**config.mk**
```make
export PLATFORM = sky130hd
export DESIGN_NAME = bounded_fifo_with_search_flat
export DESIGN_NICKNAME = d
export VERILOG_FILES = /design/src/design/bfws_pkg.sv /design/src/design/bfws_req_if.sv /design/src/design/bfws_rsp_if.sv /design/src/design/bfws_cell.sv /design/src/design/bfws_ctrl.sv /design/src/design/bounded_fifo_with_search.sv /design/src/flat_wrapper.sv
export SDC_FILE = /design/constraint.sdc
export NUM_CORES = 2
export LEC_CHECK = 0
export BUFFER_PORTS_ARGS = -buffer_cell sky130_fd_sc_hd__buf_2
export CAP_MARGIN = 30
export CELL_PAD_IN_SITES_DETAIL_PLACEMENT = 1
export CELL_PAD_IN_SITES_GLOBAL_PLACEMENT = 1
export CORE_ASPECT_RATIO = 1.2
export CORE_UTILIZATION = 54
export DETAILED_ROUTE_END_ITERATION = 7
export GPL_ROUTABILITY_DRIVEN = 0
export PLACE_DENSITY = 0.91
export SETUP_SLACK_MARGIN = 0.4
export SLEW_MARGIN = 20
export SYNTH_ARGS = -nofsm -noshare
export SYNTH_HDL_FRONTEND = slang
export SYNTH_HIERARCHICAL = 1
export SYNTH_SLANG_ARGS = --single-unit
```
**constraint.sdc**
```tcl
create_clock -name clk_i -period 6.3 [get_ports clk_i]
set_clock_uncertainty 0.05 [all_clocks]
set_input_delay 0.315 -clock clk_i [delete_from_list [all_inputs] [get_ports clk_i]]
set_output_delay 0.315 -clock clk_i [all_outputs]
set_load 0.01 [all_outputs]
```
**src/design/bfws_pkg.sv**
```systemverilog
`timescale 1ns / 1ps

package bfws_pkg;

  // queue geometry
  localparam int unsigned DEPTH    = 16;
  localparam int unsigned CNT_W    = $clog2(DEPTH + 1);
  localparam int unsigned VALUE_W  = 64;
  localparam int unsigned ACTION_W = 2;
  localparam int unsigned STATUS_W = 2;

  // request codes
  typedef enum logic [ACTION_W-1:0] {
    ACT_ENQUEUE = 2'd0,
    ACT_DEQUEUE = 2'd1,
    ACT_FIND    = 2'd2
  } action_e;

  // response codes
  typedef enum logic [STATUS_W-1:0] {
    STS_OK        = 2'd0,
    STS_FULL      = 2'd1,
    STS_EMPTY     = 2'd2,
    STS_NOT_FOUND = 2'd3
  } status_e;

  // sequencer states
  typedef enum logic [2:0] {
    ST_IDLE   = 3'b001,
    ST_SEARCH = 3'b010,
    ST_HOLD   = 3'b100
  } state_e;

  // controls broadcast to every cell of the row
  typedef struct packed {
    logic               pop;
    logic               search;
    logic               clear;
    logic [VALUE_W-1:0] data;
  } cell_ctrl_t;

endpackage

```
**src/design/bfws_req_if.sv**
```systemverilog
`timescale 1ns / 1ps

interface bfws_req_if;
  logic                             valid;
  logic                             ready;
  logic [bfws_pkg::ACTION_W-1:0]    action;
  logic [bfws_pkg::VALUE_W-1:0]     item_value;

  modport source (output valid, output action, output item_value, input ready);
  modport sink (input valid, input action, input item_value, output ready);
endinterface

```
**src/design/bfws_rsp_if.sv**
```systemverilog
`timescale 1ns / 1ps

interface bfws_rsp_if;
  logic                             valid;
  logic                             ready;
  logic [bfws_pkg::STATUS_W-1:0]    status;
  logic [bfws_pkg::VALUE_W-1:0]     read_value;

  modport source (output valid, output status, output read_value, input ready);
  modport sink (input valid, input status, input read_value, output ready);
endinterface

```
**src/design/bfws_cell.sv**
```systemverilog
`timescale 1ns / 1ps

module bfws_cell (
  input  logic                         clk_i,
  input  logic                         rst_ni,
  input  bfws_pkg::cell_ctrl_t         ctrl_i,
  input  logic                         occupied_i,
  input  logic                         wr_sel_i,
  input  logic [bfws_pkg::VALUE_W-1:0] next_value_i,
  input  logic                         prev_hit_i,
  output logic [bfws_pkg::VALUE_W-1:0] value_o,
  output logic                         hit_o
);

  logic [bfws_pkg::VALUE_W-1:0] value_q, value_d;
  logic                         hit_q, hit_d;

  // slot contents: shift toward the head on a dequeue, load on an enqueue
  always_comb begin
    value_d = value_q;
    if (ctrl_i.pop) begin
      value_d = next_value_i;
    end else if (wr_sel_i) begin
      value_d = ctrl_i.data;
    end
  end

  always_ff @(posedge clk_i) begin
    value_q <= value_d;
  end

  // hit flag walks from the head cell toward the tail
  always_comb begin
    hit_d = hit_q;
    if (ctrl_i.clear) begin
      hit_d = 1'b0;
    end else if (ctrl_i.search) begin
      hit_d = prev_hit_i | (occupied_i & (value_q == ctrl_i.data));
    end
  end

  always_ff @(posedge clk_i or negedge rst_ni) begin
    if (!rst_ni) begin
      hit_q <= 1'b0;
    end else begin
      hit_q <= hit_d;
    end
  end

  assign value_o = value_q;
  assign hit_o   = hit_q;

endmodule

```
**src/design/bfws_ctrl.sv**
```systemverilog
`timescale 1ns / 1ps

module bfws_ctrl (
  input  logic                         clk_i,
  input  logic                         rst_ni,
  bfws_req_if.sink                     req_i,
  bfws_rsp_if.source                   rsp_o,
  input  logic [bfws_pkg::VALUE_W-1:0] head_value_i,
  input  logic                         tail_hit_i,
  output bfws_pkg::cell_ctrl_t         ctrl_o,
  output logic [bfws_pkg::DEPTH-1:0]   occupied_o,
  output logic [bfws_pkg::DEPTH-1:0]   wr_sel_o
);

  bfws_pkg::state_e               state_q, state_d;
  logic [bfws_pkg::CNT_W-1:0]     count_q, count_d;
  logic [bfws_pkg::CNT_W-1:0]     step_q, step_d;
  logic [bfws_pkg::VALUE_W-1:0]   key_q, key_d;
  logic                           out_valid_q, out_valid_d;
  bfws_pkg::status_e              out_status_q, out_status_d;
  logic [bfws_pkg::VALUE_W-1:0]   out_value_q, out_value_d;
  bfws_pkg::status_e              pend_status_q, pend_status_d;
  logic [bfws_pkg::VALUE_W-1:0]   pend_value_q, pend_value_d;

  logic                           accept;
  logic                           out_free;
  logic                           full;
  logic                           empty;
  logic                           push;
  logic                           res_valid;
  bfws_pkg::status_e              res_status;
  logic [bfws_pkg::VALUE_W-1:0]   res_value;

  assign accept   = req_i.valid & req_i.ready;
  assign out_free = ~out_valid_q | rsp_o.ready;
  assign full     = (count_q == bfws_pkg::CNT_W'(bfws_pkg::DEPTH));
  assign empty    = (count_q == '0);

  // request decode and sequencing
  always_comb begin
    state_d       = state_q;
    count_d       = count_q;
    step_d        = step_q;
    key_d         = key_q;
    push          = 1'b0;
    ctrl_o.pop    = 1'b0;
    ctrl_o.search = 1'b0;
    ctrl_o.clear  = 1'b0;
    ctrl_o.data   = (state_q == bfws_pkg::ST_IDLE) ? req_i.item_value : key_q;
    res_valid     = 1'b0;
    res_status    = bfws_pkg::STS_OK;
    res_value     = '0;

    unique case (state_q)
      bfws_pkg::ST_IDLE: begin
        if (accept) begin
          unique case (req_i.action)
            bfws_pkg::ACT_ENQUEUE: begin
              res_valid = 1'b1;
              if (full) begin
                res_status = bfws_pkg::STS_FULL;
              end else begin
                push    = 1'b1;
                count_d = count_q + 1'b1;
              end
            end
            bfws_pkg::ACT_DEQUEUE: begin
              res_valid = 1'b1;
              if (empty) begin
                res_status = bfws_pkg::STS_EMPTY;
              end else begin
                ctrl_o.pop = 1'b1;
                res_value  = head_value_i;
                count_d    = count_q - 1'b1;
              end
            end
            bfws_pkg::ACT_FIND: begin
              ctrl_o.clear = 1'b1;
              key_d        = req_i.item_value;
              step_d       = bfws_pkg::CNT_W'(bfws_pkg::DEPTH);
              state_d      = bfws_pkg::ST_SEARCH;
            end
            default: begin
              res_valid = 1'b1;
            end
          endcase
        end
      end
      bfws_pkg::ST_SEARCH: begin
        ctrl_o.search = 1'b1;
        if (step_q == '0) begin
          res_valid  = 1'b1;
          res_status = ((key_q != '0) && tail_hit_i) ? bfws_pkg::STS_OK
                                                      : bfws_pkg::STS_NOT_FOUND;
          state_d    = bfws_pkg::ST_IDLE;
        end else begin
          step_d = step_q - 1'b1;
        end
      end
      bfws_pkg::ST_HOLD: begin
        if (out_free) begin
          state_d = bfws_pkg::ST_IDLE;
        end
      end
      default: begin
        state_d = bfws_pkg::ST_IDLE;
      end
    endcase

    // a finished result waits in the pending register if the output is busy
    if (res_valid && !out_free) begin
      state_d = bfws_pkg::ST_HOLD;
    end
  end

  // output register and pending slot
  always_comb begin
    out_valid_d   = out_valid_q & ~rsp_o.ready;
    out_status_d  = out_status_q;
    out_value_d   = out_value_q;
    pend_status_d = pend_status_q;
    pend_value_d  = pend_value_q;
    if (res_valid) begin
      if (out_free) begin
        out_valid_d  = 1'b1;
        out_status_d = res_status;
        out_value_d  = res_value;
      end else begin
        pend_status_d = res_status;
        pend_value_d  = res_value;
      end
    end else if ((state_q == bfws_pkg::ST_HOLD) && out_free) begin
      out_valid_d  = 1'b1;
      out_status_d = pend_status_q;
      out_value_d  = pend_value_q;
    end
  end

  // per-cell occupancy and write select
  always_comb begin
    for (int i = 0; i < bfws_pkg::DEPTH; i++) begin
      occupied_o[i] = (bfws_pkg::CNT_W'(i) < count_q);
      wr_sel_o[i]   = push & (bfws_pkg::CNT_W'(i) == count_q);
    end
  end

  always_ff @(posedge clk_i or negedge rst_ni) begin
    if (!rst_ni) begin
      state_q     <= bfws_pkg::ST_IDLE;
      count_q     <= '0;
      step_q      <= '0;
      out_valid_q <= 1'b0;
    end else begin
      state_q     <= state_d;
      count_q     <= count_d;
      step_q      <= step_d;
      out_valid_q <= out_valid_d;
    end
  end

  always_ff @(posedge clk_i) begin
    key_q         <= key_d;
    out_status_q  <= out_status_d;
    out_value_q   <= out_value_d;
    pend_status_q <= pend_status_d;
    pend_value_q  <= pend_value_d;
  end

  assign req_i.ready      = (state_q == bfws_pkg::ST_IDLE);
  assign rsp_o.valid      = out_valid_q;
  assign rsp_o.status     = out_status_q;
  assign rsp_o.read_value = out_value_q;

endmodule

```
**src/design/bounded_fifo_with_search.sv**
```systemverilog
`timescale 1ns / 1ps

// Bounded FIFO of DEPTH 64-bit values with a content search, built as a row
// of cells with the oldest value in the head cell. Enqueue, dequeue and
// unused action codes are finished in the accepting cycle: unless the result
// must wait for the output register, the block is ready for the next request
// in the following cycle. A find holds the block: it clears the match flags in
// the accepting cycle, then the match flag walks the cell row one cell per
// clock from head to tail, and the answer is taken from the tail cell. Each
// request gives one response, held in an output register; if that register
// is still occupied when a result is finished, the result waits in a pending
// slot and no new request is taken until it moves out. A find of zero always reports not found.
module bounded_fifo_with_search (
  input  logic       clk_i,
  input  logic       rst_ni,
  bfws_req_if.sink   req_i,
  bfws_rsp_if.source rsp_o
);

  bfws_pkg::cell_ctrl_t         ctrl;
  logic [bfws_pkg::DEPTH-1:0]   occupied;
  logic [bfws_pkg::DEPTH-1:0]   wr_sel;
  logic [bfws_pkg::VALUE_W-1:0] cell_value [bfws_pkg::DEPTH];
  logic [bfws_pkg::DEPTH-1:0]   cell_hit;

  // sequencer, occupancy and response register
  bfws_ctrl u_ctrl (
    .clk_i        (clk_i),
    .rst_ni       (rst_ni),
    .req_i        (req_i),
    .rsp_o        (rsp_o),
    .head_value_i (cell_value[0]),
    .tail_hit_i   (cell_hit[bfws_pkg::DEPTH-1]),
    .ctrl_o       (ctrl),
    .occupied_o   (occupied),
    .wr_sel_o     (wr_sel)
  );

  // row of storage cells, head at index zero
  for (genvar g = 0; g < bfws_pkg::DEPTH; g++) begin : g_cell
    logic [bfws_pkg::VALUE_W-1:0] next_value;
    logic                         prev_hit;

    if (g == bfws_pkg::DEPTH - 1) begin : g_tail
      assign next_value = '0;
    end else begin : g_mid
      assign next_value = cell_value[g+1];
    end

    if (g == 0) begin : g_head
      assign prev_hit = 1'b0;
    end else begin : g_body
      assign prev_hit = cell_hit[g-1];
    end

    bfws_cell u_cell (
      .clk_i        (clk_i),
      .rst_ni       (rst_ni),
      .ctrl_i       (ctrl),
      .occupied_i   (occupied[g]),
      .wr_sel_i     (wr_sel[g]),
      .next_value_i (next_value),
      .prev_hit_i   (prev_hit),
      .value_o      (cell_value[g]),
      .hit_o        (cell_hit[g])
    );
  end

endmodule
```
**src/flat_wrapper.sv**
```systemverilog
// flat-port wrapper written by rule: the top's interface ports become plain ports
module bounded_fifo_with_search_flat 
  (clk_i, rst_ni, req_i_valid, req_i_action, req_i_item_value, req_i_ready, rsp_o_valid, rsp_o_status, rsp_o_read_value, rsp_o_ready);
  bfws_req_if req_i_i ();
  bfws_rsp_if rsp_o_i ();
  input  logic clk_i;
  input  logic rst_ni;
  input wire logic [$bits(req_i_i.valid)-1:0] req_i_valid;
  input wire logic [$bits(req_i_i.action)-1:0] req_i_action;
  input wire logic [$bits(req_i_i.item_value)-1:0] req_i_item_value;
  output wire logic [$bits(req_i_i.ready)-1:0] req_i_ready;
  output wire logic [$bits(rsp_o_i.valid)-1:0] rsp_o_valid;
  output wire logic [$bits(rsp_o_i.status)-1:0] rsp_o_status;
  output wire logic [$bits(rsp_o_i.read_value)-1:0] rsp_o_read_value;
  input wire logic [$bits(rsp_o_i.ready)-1:0] rsp_o_ready;
  assign req_i_i.valid = req_i_valid;
  assign req_i_i.action = req_i_action;
  assign req_i_i.item_value = req_i_item_value;
  assign req_i_ready = req_i_i.ready;
  assign rsp_o_valid = rsp_o_i.valid;
  assign rsp_o_status = rsp_o_i.status;
  assign rsp_o_read_value = rsp_o_i.read_value;
  assign rsp_o_i.ready = rsp_o_ready;
  bounded_fifo_with_search u_core (.clk_i(clk_i), .rst_ni(rst_ni), .req_i(req_i_i), .rsp_o(rsp_o_i));
endmodule
```
# Word level (Yosys, flattened, before mapping)
# Index checks and enable logic that the tools add are counted.
# classes
add_sub_neg,3
order_cmp,16
eq_ne,47
n_mux,112
bitwise,53
n_reduce_logical,33
# ops
op,count
$mux 64,38
$eq 64x64->1,16
$reduce_bool 64->1,1
$mux 1,51
$eq 4x5->1 const A,8
$lt 4x5->1 const A,8
$reduce_bool 2->1,19
$and 1x1->1,34
$mux 5,5
$eq 3x5->1 const A,4
$lt 3x5->1 const A,4
$pmux 5 s2,2
$or 1x1->1,16
$mux 3,5
$mux 2,7
$eq 2x5->1 const A,2
$logic_not 5->1,2
$lt 1x5->1 const A,2
$lt 2x5->1 const A,2
$sub 5x1->5 const B,2
$pmux 3 s3,1
$ne 2x2->1 const B,4
$pmux 2 s2,2
$reduce_and 4->1,2
19 further kinds,27
# totals
ff_bits,1250
output_inout_bits,68

# Logic depth before layout (Yosys ltp)
# logic_depth
word_depth,8
depth_mapped,10
ltp_nobuf,8

# Hierarchy
# The synthesis kept the hierarchy.
# by_module_without_submodules
mod,instances,cells_per_inst,area_per_inst_um2,seq_area_each_um2
bfws_cell,16,247,3453.3,1946.9
bfws_ctrl,1,589,8927.3,6237.2
bounded_fifo_with_search,1,1,3.8,0.0

# Least setup slack after synthesis
# OpenSTA, ideal clock, no wires.
# synth_path
kind,register to register
start,register u_core.u_ctrl.state_q[2]
end,register u_core.u_ctrl.pend_status_q[0] (enable)
arrival_ns,4.772
setup_slack_ns,0.988
stages_incl_launch_ff,6
synth_period_minus_slack_ns,5.312
path_cell_list,dfrtp_1 -> or3b_1 -> inv_1 -> a32oi_1 -> clkbuf_1 -> nor2_1
# synth_via
elab_chain_len,5
elab_cells_between_ends,6
# synth_lines
item,line_no,text
from (decl),bfws_ctrl.sv:15,"bfws_pkg::state_e state_q, state_d;"
from (signal assigned),bfws_ctrl.sv:149,state_q <= bfws_pkg::ST_IDLE;
from (signal assigned),bfws_ctrl.sv:154,state_q <= state_d;
$eq 3x1->1,"bfws_ctrl.sv:54, bfws_ctrl.sv:169",
$and 1x1->1,bfws_ctrl.sv:34,assign accept = req_i.valid & req_i.ready;
$mux 1,bfws_ctrl.sv:56,if (accept) begin
$pmux 1 s2 (*),bfws_ctrl.sv:54,unique case (state_q)
$reduce_and 2->1 (no source line) (*),-,
to (signal assigned),bfws_ctrl.sv:165,pend_status_q <= pend_status_d;
to (decl),bfws_ctrl.sv:22,"bfws_pkg::status_e pend_status_q, pend_status_d;"
# Mark *: on every way between the ends. The rest lies on a longest branch, timed or not.
# A chain may end at the register's enable or synchronous reset.

==> metrics <==
outcome=finished, violations left; failing checks=design-rule violations, max-capacitance violations, max-slew violations; Core Region=between 100000 and 150000 sq um; Wirelength per Cell=about 41 um; CP endpoint kind=flip-flop; Die Height=between 300 and 400 um; Synth Warn #=6; Starting Density=a little over half; Synth cell types=48; Ports=138; full die area=between 100000 and 150000 sq um; All-Layer GR Usage=between 40% and 50%; vias per cell=approximately 7.3; starting DRC count in detailed routing=roughly 9000; DR pass1 iterations=8; ANT nets after route=0; CP Cell Sequence=nor3b_4 -> buf_12 -> mux2_2 -> xnor2_1 -> nand4_1 -> nor4_2 -> nand4_1 -> o22ai_1; CTS Root Cell=clkbuf_16; number of flops mapped to enable cells by yosys=1220; initial antenna violation count=a little over 50; fraction of layout cells with a size suffix above 1=28.8%; Tcrit/Tclk final=slightly above 80%; commonest non-fill, non-tap cell in the layout=edfxtp_1; htree depth=3; peak supply drop=0.274 mV; Post-Synthesis Cells=around 4500; final hold violation count=0; sequential share of the synthesized area=58.2%; Yosys reg bits=roughly 1300; CP startpoint kind=flip-flop; Final Setup Violations=0; Final Cell Area=a little over 70000 sq um; Post-CTS Repair Setup Buffers=0; CP bufs+invs=1; fillers=about 11000; min-delay worst type=input pin to async pin; clk_lat worst skew=~0.8 ns; Sink Count=around 1300; pre-CTS setup slack=about 2.1 ns; Leak=approximately 24 nW; Pins Over Slew Limit=4; Max Clock Freq=about 0.19 GHz; Critical Path AT=~5.8 ns; Clock Path Buffers=3; DR WL met3=roughly 35000 um; Fin Setup TNS=0 ns; Final #Nets=just under 5000; DRC Markers=183; fin worst setup slack=approximately 1.1 ns; metal2 WL=between 100000 and 150000 um; via count=approximately 48000; Congestion Overflow GR=0; Final min period=5.20 ns; Post-synth ARST share=about 2.4%; CTS buffer count=120; Most common cell on crit path=nand4_1; row count=about 140; Area Overhead vs Synth=12.3%; leading cell types in the layout, fill and taps excluded=1220 x edfxtp_1, 971 x mux2_2, 789 x xnor2_1, 220 x inv_1, 196 x nand4_1; max cap viols=2; RSZ-0062 raised after global routing=false; Post-Route M1 WL=approximately 79000 um; IO Port Bufs=around 140; worst-path fanout max=between 70 and 80; Slew headroom=-29.2%; CTS tree=done; Power Dens Cells=354 nW/um^2; worst setup path category=flip-flop to flip-flop; post-synthesis cell area=between 60000 and 70000 sq um; DR top layer=met5; Post-Route WL=267000 um; first-pass GRT wire length=around 360000 um; clock-pin slew on the worst setup and hold paths=~0.08 ns; placed cell area=67000 sq um; dominant synthesized flop cell=edfxtp_1; vias in the first global route=between 40000 and 50000; Worst path max stage delay=between 1 and 1.5 ns; Worst-Margin Slew=between 1.5 and 2 ns; Crit path max-delay family=simple AND/OR/NAND/NOR gates; DP Wirelength=between 100000 and 150000 um; Die Width=around 320 um; largest net degree at the start of global routing=~210; critical path data required time=6.90 ns; Synth Area per Inst=~14 sq um; CP max stage cell=nor4_2
[per-stage QoR]
step                      utilization [%]  hold slack, ns  cells  total power [mW]
after floorplan                         -         -0.0306   4606              14.8
after global placement               56.8           0.421   6199              16.0
after detailed placement             56.8           0.454   6203              16.5
after CTS                            60.6         0.00846   6493              24.2
after global routing                 61.1          0.0954   6544              25.7
final                                61.1          0.0684   6568              25.5
[flip-flops by register name (all words and copies together), names as in the netlist]
| signal | cells |
|---|---|
| u_core/u_ctrl/pend_status_q | 2 |
| u_core/u_ctrl/rsp_o.status | 2 |
| u_core/u_ctrl/rsp_o.read_value | 64 |
| u_core/u_ctrl/count_q | 5 |
| u_core/u_ctrl/step_q | 5 |
| u_core/u_ctrl/state_q | 3 |
| u_core/g_cell.u_cell/hit_o | 16 |
| u_core/u_ctrl/key_q | 64 |
| u_core/u_ctrl/pend_value_q | 64 |
| u_core/g_cell.u_cell/value_o | 1024 |
| u_core/u_ctrl/rsp_o.valid | 1 |
[kinds of logic after synthesis]
family,count (synthesis),share of synthesized area (%)
adder cells (fa/ha/maj),7,0.136
flip-flops,1250,58.2
buffers and inverters,376,2.44
AND/OR/NAND/NOR,668,5.84
XOR/XNOR,825,11.3
other,1,0.00584
AO/OA/AOI/OAI,420,4.64
multiplexers,995,17.4
[layer usage]
| metal | up-vias | global-route usage (%) |
|---|---|---|
| li1 | 17800 | - |
| met1 | 23300 | 43.0 |
| met2 | 4566 | 65.3 |
| met3 | 2036 | 19.1 |
| met4 | 42 | 36.3 |
| met5 | - | 2.60 |
[area by class of cell]
cell class | count | area (sq um) | area share, %
Sequential cell | 1250 | 37400 | 51.9
Multi-Input combinational cell | 2980 | 25700 | 35.6
Clock buffer | 145 | 3120 | 4.33
Timing Repair Buffer | 302 | 2320 | 3.21
Tap cell | 1540 | 1930 | 2.67
Inverter | 221 | 830 | 1.15
Clock inverter | 79 | 719 | 0.998
Antenna cell | 51 | 128 | 0.177
[final timing paths]
check | from | end | slack (ns) | cells after the start
worst min-delay path | rst_ni | u_core/u_ctrl/step_q[4] | 0.07 | 2
worst max-delay path | u_core/u_ctrl/state_q[0] | u_core/g_cell[15].u_cell/hit_o | 1.10 | 8
worst min register to register | u_core/u_ctrl/pend_value_q[43] | u_core/u_ctrl/rsp_o.read_value[43] | 0.48 | 1
max in group asynchronous | rst_ni | u_core/g_cell[3].u_cell/hit_o | 5.66 | 2
worst max register to register | u_core/u_ctrl/state_q[0] | u_core/g_cell[15].u_cell/hit_o | 1.10 | 8
min in group clk_i | req_i_valid | u_core/u_ctrl/state_q[2] | 0.08 | 3
[synthesized netlist by cell type, types with 16 or more instances]
library cell / n / share of area [%]
nor2_1: 37 / 0.22
inv_1: 221 / 1.3
and2_1: 64 / 0.62
a2bb2oi_1: 16 / 0.22
nand3_1: 24 / 0.19
and3_1: 18 / 0.18
a21o_1: 66 / 0.77
xnor2_1: 789 / 11
edfxtp_1: 1220 / 57
buf_2: 105 / 0.82
nand2_1: 152 / 0.89
o21ai_0: 119 / 0.93
nand4_1: 196 / 1.9
a22oi_1: 48 / 0.56
mux2i_1: 18 / 0.28
mux2_2: 977 / 17
a22o_1: 16 / 0.22
xor2_1: 36 / 0.49
o22ai_1: 80 / 0.78
and4_1: 16 / 0.22
a221oi_1: 16 / 0.22
o2bb2ai_1: 16 / 0.22
o221ai_1: 16 / 0.22
or2_2: 18 / 0.18
dfrtp_1: 29 / 1.1
nor4_1: 85 / 0.83
nand4b_1: 16 / 0.22
clkbuf_1: 41 / 0.24
nor3_1: 24 / 0.19
a2111oi_2: 16 / 0.37
[report_power, final]
group	total, mW	internal, mW	switching, mW	leakage, nW
Clock	7.79	4.02	3.77	1.87
Sequential	11.0	10.3	0.660	11.5
Combinational	6.72	2.45	4.27	10.2
[repair_timing]
item	CTS	global route
setup endpoints to repair	0	1
endpoints found under the hold margin	96	0
hold buffers	66	0
gates resized for setup	0	1
(Power assumes the default switching activity.)
